`config.mk`:
```
export PLATFORM = sky130hd
export DESIGN_NAME = alnr_stat
export DESIGN_NICKNAME = d
export VERILOG_FILES = /design/src/design/alnr_pkg.sv /design/src/design/alnr_stat.sv
export SDC_FILE = /design/constraint.sdc
export NUM_CORES = 2
export LEC_CHECK = 0
export BUFFER_PORTS_ARGS = -buffer_cell sky130_fd_sc_hd__buf_4
export CAP_MARGIN = 20
export CORE_UTILIZATION = 29
export CTS_CLUSTER_SIZE = 10
export DETAILED_ROUTE_END_ITERATION = 16
export GPL_TIMING_DRIVEN = 1
export PLACE_DENSITY = 0.49
export RECOVER_POWER = 100
export SYNTH_ARGS = -nofsm -noshare
export SYNTH_HDL_FRONTEND = slang
export SYNTH_SLANG_ARGS = --single-unit
```
`constraint.sdc`:
```
create_clock -name clock -period 11 [get_ports clock]
set_clock_uncertainty 0.2 [all_clocks]
set_input_delay 1.1 -clock clock [delete_from_list [all_inputs] [get_ports clock]]
set_output_delay 1.1 -clock clock [all_outputs]
set_load 0.01 [all_outputs]
```
`src/design/alnr_pkg.sv`:
```
// Shared types and constants for the adaptive local noise reduction unit.
package alnr_pkg;

   localparam int SUM_W   = 14;
   localparam int SQ_W    = 22;
   localparam int NV_W    = 16;
   localparam int PIX_W   = 8;
   localparam int CSR_W   = 16;
   localparam int IDX_W   = 2;
   localparam int RING_ROWS = 8;
   localparam int RING_W  = 3;

   localparam logic [IDX_W-1:0] REG_WIDTH  = 2'd0;
   localparam logic [IDX_W-1:0] REG_HEIGHT = 2'd1;
   localparam logic [IDX_W-1:0] REG_NOISE  = 2'd2;

   localparam logic [10:0] WIDTH_RESET  = 11'd640;
   localparam logic [12:0] HEIGHT_RESET = 13'd480;
   localparam logic [15:0] NOISE_RESET  = 16'd1000;

   localparam logic OP_SAMPLE = 1'b0;
   localparam logic OP_FLUSH  = 1'b1;

   typedef struct packed {
      logic             start;
      logic [SUM_W-1:0] sum;
      logic [SQ_W-1:0]  sumsq;
      logic [PIX_W-1:0] center;
      logic [NV_W-1:0]  noise;
   } stat_req_type;

   typedef struct packed {
      logic             done;
      logic [PIX_W-1:0] value;
   } stat_rsp_type;

endpackage

```
`src/design/alnr_stat.sv`:
```
// Window statistics unit: mean, variance and the adaptive output with a serial divider.
module alnr_stat #(
   parameter int TAPS = 49
) (
   input  logic                 clock,
   input  logic                 reset,
   input  alnr_pkg::stat_req_type req,
   output alnr_pkg::stat_rsp_type rsp
);
   localparam int RECIP = (2**20 + TAPS - 1) / TAPS;

   typedef enum logic [7:0] {
      ST_IDLE = 8'b0000_0001,
      ST_MEAN = 8'b0000_0010,
      ST_DIFF = 8'b0000_0100,
      ST_VAR  = 8'b0000_1000,
      ST_PROD = 8'b0001_0000,
      ST_SUB  = 8'b0010_0000,
      ST_DIV  = 8'b0100_0000,
      ST_DONE = 8'b1000_0000
   } state_type;

   state_type state_ff, state_in;
   logic [13:0] sum_ff, sum_in;
   logic [21:0] sq_ff, sq_in;
   logic [7:0]  p_ff, p_in;
   logic [15:0] nv_ff, nv_in;
   logic [7:0]  m_ff, m_in;
   logic [14:0] d_ff, d_in;
   logic [21:0] s_ff, s_in;
   logic [21:0] gn_ff, gn_in;
   logic [29:0] a_ff, a_in;
   logic signed [31:0] b_ff, b_in;
   logic [31:0] rem_ff, rem_in;
   logic [2:0]  bit_ff, bit_in;
   logic [7:0]  q_ff, q_in;
   logic signed [32:0] num;
   logic [31:0] trial;
   logic [34:0] mprod;

   always_comb begin
      state_in = state_ff;
      sum_in = sum_ff; sq_in = sq_ff; p_in = p_ff; nv_in = nv_ff;
      m_in = m_ff; d_in = d_ff; s_in = s_ff; gn_in = gn_ff;
      a_in = a_ff; b_in = b_ff; rem_in = rem_ff; bit_in = bit_ff; q_in = q_ff;
      mprod = 35'(sum_ff) * 35'(RECIP);
      num = 33'(signed'({1'b0, a_ff})) - 33'(b_ff);
      trial = 32'(s_ff) << bit_ff;
      unique case (state_ff)
         ST_IDLE: begin
            if (req.start) begin
               sum_in = req.sum; sq_in = req.sumsq; p_in = req.center; nv_in = req.noise;
               state_in = ST_MEAN;
            end
         end
         ST_MEAN: begin
            m_in = 8'(mprod >> 20);
            gn_in = 22'(32'(nv_ff) * 32'(TAPS));
            state_in = ST_DIFF;
         end
         ST_DIFF: begin
            d_in = 15'({sum_ff, 1'b0} - 15'(32'(m_ff) * 32'(TAPS)));
            state_in = ST_VAR;
         end
         ST_VAR: begin
            s_in = sq_ff - 22'(23'(m_ff) * 23'(d_ff));
            state_in = ST_PROD;
         end
         ST_PROD: begin
            a_in = 30'(p_ff) * 30'(s_ff);
            b_in = 32'(signed'({10'b0, gn_ff})) * 32'(signed'({1'b0, p_ff}) - signed'({1'b0, m_ff}));
            state_in = ST_SUB;
         end
         ST_SUB: begin
            bit_in = 3'd7;
            q_in = 8'd0;
            rem_in = 32'(num);
            if (gn_ff > s_ff) begin
               q_in = m_ff;
               state_in = ST_DONE;
            end else if (s_ff == 22'd0) begin
               q_in = p_ff;
               state_in = ST_DONE;
            end else if (num < 0) begin
               state_in = ST_DONE;
            end else if (32'(num) >= (32'(s_ff) << 8)) begin
               q_in = 8'hFF;
               state_in = ST_DONE;
            end else begin
               state_in = ST_DIV;
            end
         end
         ST_DIV: begin
            if (rem_ff >= trial) begin
               rem_in = rem_ff - trial;
               q_in = q_ff | (8'd1 << bit_ff);
            end
            bit_in = bit_ff - 3'd1;
            if (bit_ff == 3'd0) begin
               state_in = ST_DONE;
            end
         end
         ST_DONE: state_in = ST_IDLE;
         default: state_in = ST_IDLE;
      endcase
   end

   always_ff @(posedge clock) begin
      if (reset) begin
         state_ff <= ST_IDLE;
      end else begin
         state_ff <= state_in;
      end
      sum_ff <= sum_in; sq_ff <= sq_in; p_ff <= p_in; nv_ff <= nv_in;
      m_ff <= m_in; d_ff <= d_in; s_ff <= s_in; gn_ff <= gn_in;
      a_ff <= a_in; b_ff <= b_in; rem_ff <= rem_in; bit_ff <= bit_in; q_ff <= q_in;
   end

   assign rsp.done  = (state_ff == ST_DONE);
   assign rsp.value = q_ff;
endmodule

```
==> reports/metrics.cfg <==
[logic_synthesis]
ys_ff_latch = 240
synthCells = 3512
synth_edf_count = 232
syn_area_sq_mm = 0.0344
yosysMostFrequentCell = inv_1
synth_seq_area_share_pct = 20.7
synthFlopType = edfxtp_1
yosys-top-cells-count = 575 x inv_1, 477 x ha_1, 430 x fa_1
synth.distinct_cells = 75
yosys.area.top_type = fa_1
synth_top_area_share_pct = 25.0
synth-adder-area-share_pct = 42.4
avgSynthCellArea_sq_um = 9.80
synth_compound_area_share_pct = 9.75
synthSimpleGateAreaFrac_pct = 13.9
synth_area_leaders = fa_1 25%, edfxtp_1 20%, ha_1 17%, inv_1 6.3%, and2_1 4.3%
postSynthNetCount = 4482
synth_top_family_by_area = adder cells
yosys_warnings = 0
synth-async-reset-ratio_pct = 0
synthMuxAreaShare_pct = 1.73
synthXorXnorAreaFrac_pct = 4.28

[global_route]
overflow = 0
grtUsageTotal_pct = 14.7
grt_max_degree = 64
grt_pass1_wl_mm = 141
grt_pass1_vias = 25500
antenna_found_initial = 1

[floorplan]
die_w_um = 346
die_h_um = 346
num_rows = 126
core_region_area_sq_mm = 0.118
die_area_sq_mm = 0.120
io_pins = 72
initial_core_util_pct = 29.2

[outcome]
failed_checks = capacitance limit, slew limit
status = complete, but fails checks

[detailed_routing]
drc_errors = 0
routed_wl_mm = 86.5
dr.first_iter.drc_count = 1140
num_vias = 24200
via_per_inst = 4.72
first_pass_iters = 5
ant_nets = 0
drt-wirelength-per-cell_um = 16.9

[clock_tree]
clk_latency_ps = 580
cts_buffers = 36
holdBufCountCts = 0
ctsResizeCount = 0
htreeDepth = 2
cts_sinks = 240
root_buffer = clkbuf_16
path_clk_slew_ps = 60
clk_path_buf_depth = 3
cts_setup_buffers = 0
cts_tree = done

[timing]
post-route-period-util_pct = 86.5
finalSetupViolations = 0
clock.fmax_ghz = 0.105
relSlewSlack_pct = -218
setup_ws_ps = 1490
tightest_slew_ps = 4770
hold_viol = 0
drv_slew = 205
fin_setup_tns_ps = 0
rsz0062_at_grt = no
min_period_ps = 9510
whs_ps = 315

[setup_path]
end_kind = flop
path_class = reg2reg
arrival_ps = 9650
regToRegSetupSlack_ps = 1490
critPathLaunchType = flop
ff2ff_path_depth = 25
r2r_end = b_ff[30]$_DFFE_PP_
crit_fanout = 19
cp.required_ps = 11140
reg2reg_from = p_ff[0]$_DFFE_PP_

[place]
pre_cts_ws_ps = 2010
placed_area_sq_mm = 0.0368
numPortBuffers = 71
dp_cells = 5063
gp_congestion = 0.843
dp_hpwl_mm = 69.3

[layout]
num_antenna_cells = 0
layout.nets = 4536
layout-drive-gt1-share_pct = 4.65
finalNonFillerCells = 5126
final_util_pct = 32.1
final.fill_count = 12200
stdcell_area_sq_mm = 0.0378
area_growth_pct = 9.85

[min_path]
hold_end = gn_ff[0]$_DFFE_PP_
hp-class = reg2reg
hold_start = nv_ff[0]$_DFFE_PP_
hold_depth = 0

[run]
max_cap_violations = 4

[power]
p_leak_nw = 17.3
peakVddDrop_uv = 362
power.density_mw_per_mm2 = 301
finalPower_mw = 11.4

==> cell usage in the layout (no fill, tap or decap), types with 15 or more instances in the layout <==
master / instances
nor2b_1: 24
mux2i_1: 29
fa_1: 430
clkbuf_16: 36
edfxtp_1: 232
clkbuf_4: 55
nand2b_1: 55
o31ai_1: 23
nand4_1: 18
xnor2_1: 116
o21a_1: 30
a211oi_1: 17
xor2_1: 52
a21oi_1: 165
o21ai_0: 105
and2_1: 227
a31oi_1: 21
clkbuf_1: 29
a21o_1: 65
and3_1: 15
ha_1: 477
inv_1: 575
nor2_1: 152
nand3_1: 33
nor3_1: 25
o21bai_1: 22
buf_4: 29
nand2_1: 342
==> where the power goes <==
group | switching (mW) | leakage, nW | internal [mW]
Sequential | 0.0418 | 2.19 | 1.53
Combinational | 4.85 | 14.6 | 3.81
Clock | 0.473 | 0.549 | 0.668
==> worst max-delay path by stage <==
stage	from	slack, ps	end
final	p_ff[0]$_DFFE_PP_	1490	b_ff[30]$_DFFE_PP_
after detailed placement	p_ff[0]$_DFFE_PP_	2010	b_ff[30]$_DFFE_PP_
after floorplan	m_ff[1]$_DFFE_PP_	3100	b_ff[30]$_DFFE_PP_
after global routing	p_ff[0]$_DFFE_PP_	860	b_ff[30]$_DFFE_PP_
after CTS	p_ff[0]$_DFFE_PP_	2010	b_ff[30]$_DFFE_PP_
after global placement	p_ff[0]$_DFFE_PP_	2140	b_ff[30]$_DFFE_PP_
==> registers in the layout (all words and copies together) (netlist names) <==
register	flops
bit_ff	3
q_ff	8
rem_ff	32
s_ff	22
d_ff	15
m_ff	8
b_ff	32
sum_ff	14
p_ff	8
nv_ff	16
gn_ff	22
a_ff	30
state_ff	8
sq_ff	22
==> metal layers <==
metal / global-route usage [%] / wire length (um)
met1: 19.0 / 39100
met2: 26.0 / 43000
met3: 1.75 / 2670
met4: 3.76 / 1680
met5: 0 / 0
==> critical path: stages, from the launching register on <==
cell and delay [ps]:
edfxtp_1 840, inv_1 350, ha_1 310, fa_1 410, xnor2_1 1060, clkbuf_1 590, nand2_1 150, fa_1 500
inv_1 50, fa_1 490, fa_1 510, fa_1 490, inv_1 50, fa_1 490, inv_1 40, ha_1 220
or4_1 490, a211oi_1 350, o31ai_1 170, a21oi_2 300, o21a_1 200, o31ai_1 110, or4_1 440, a31o_1 220
a21oi_1 160, xnor2_1 80
==> logic make-up (layout without fill, tap and decap cells) <==
group / Yosys count / after routing
compound gates: 523 / 523
xor+xnor: 168 / 168
fa+ha+maj: 907 / 907
buf+inv: 667 / 745
flops: 240 / 240
mux: 44 / 44
simple gates: 963 / 963
==> final cells by class <==
type                            count  area (sq um)  share of cell area [%]
Timing Repair Buffer              106           713                    1.89
Tap cell                         1536          1920                    5.08
Multi-Input combinational cell   2605         24800                    65.5
Inverter                          577          2170                    5.73
Clock inverter                     16           146                   0.387
Clock buffer                       46           968                    2.56
Sequential cell                   240          7130                    18.9
Power figures use the tool's default switching activity.
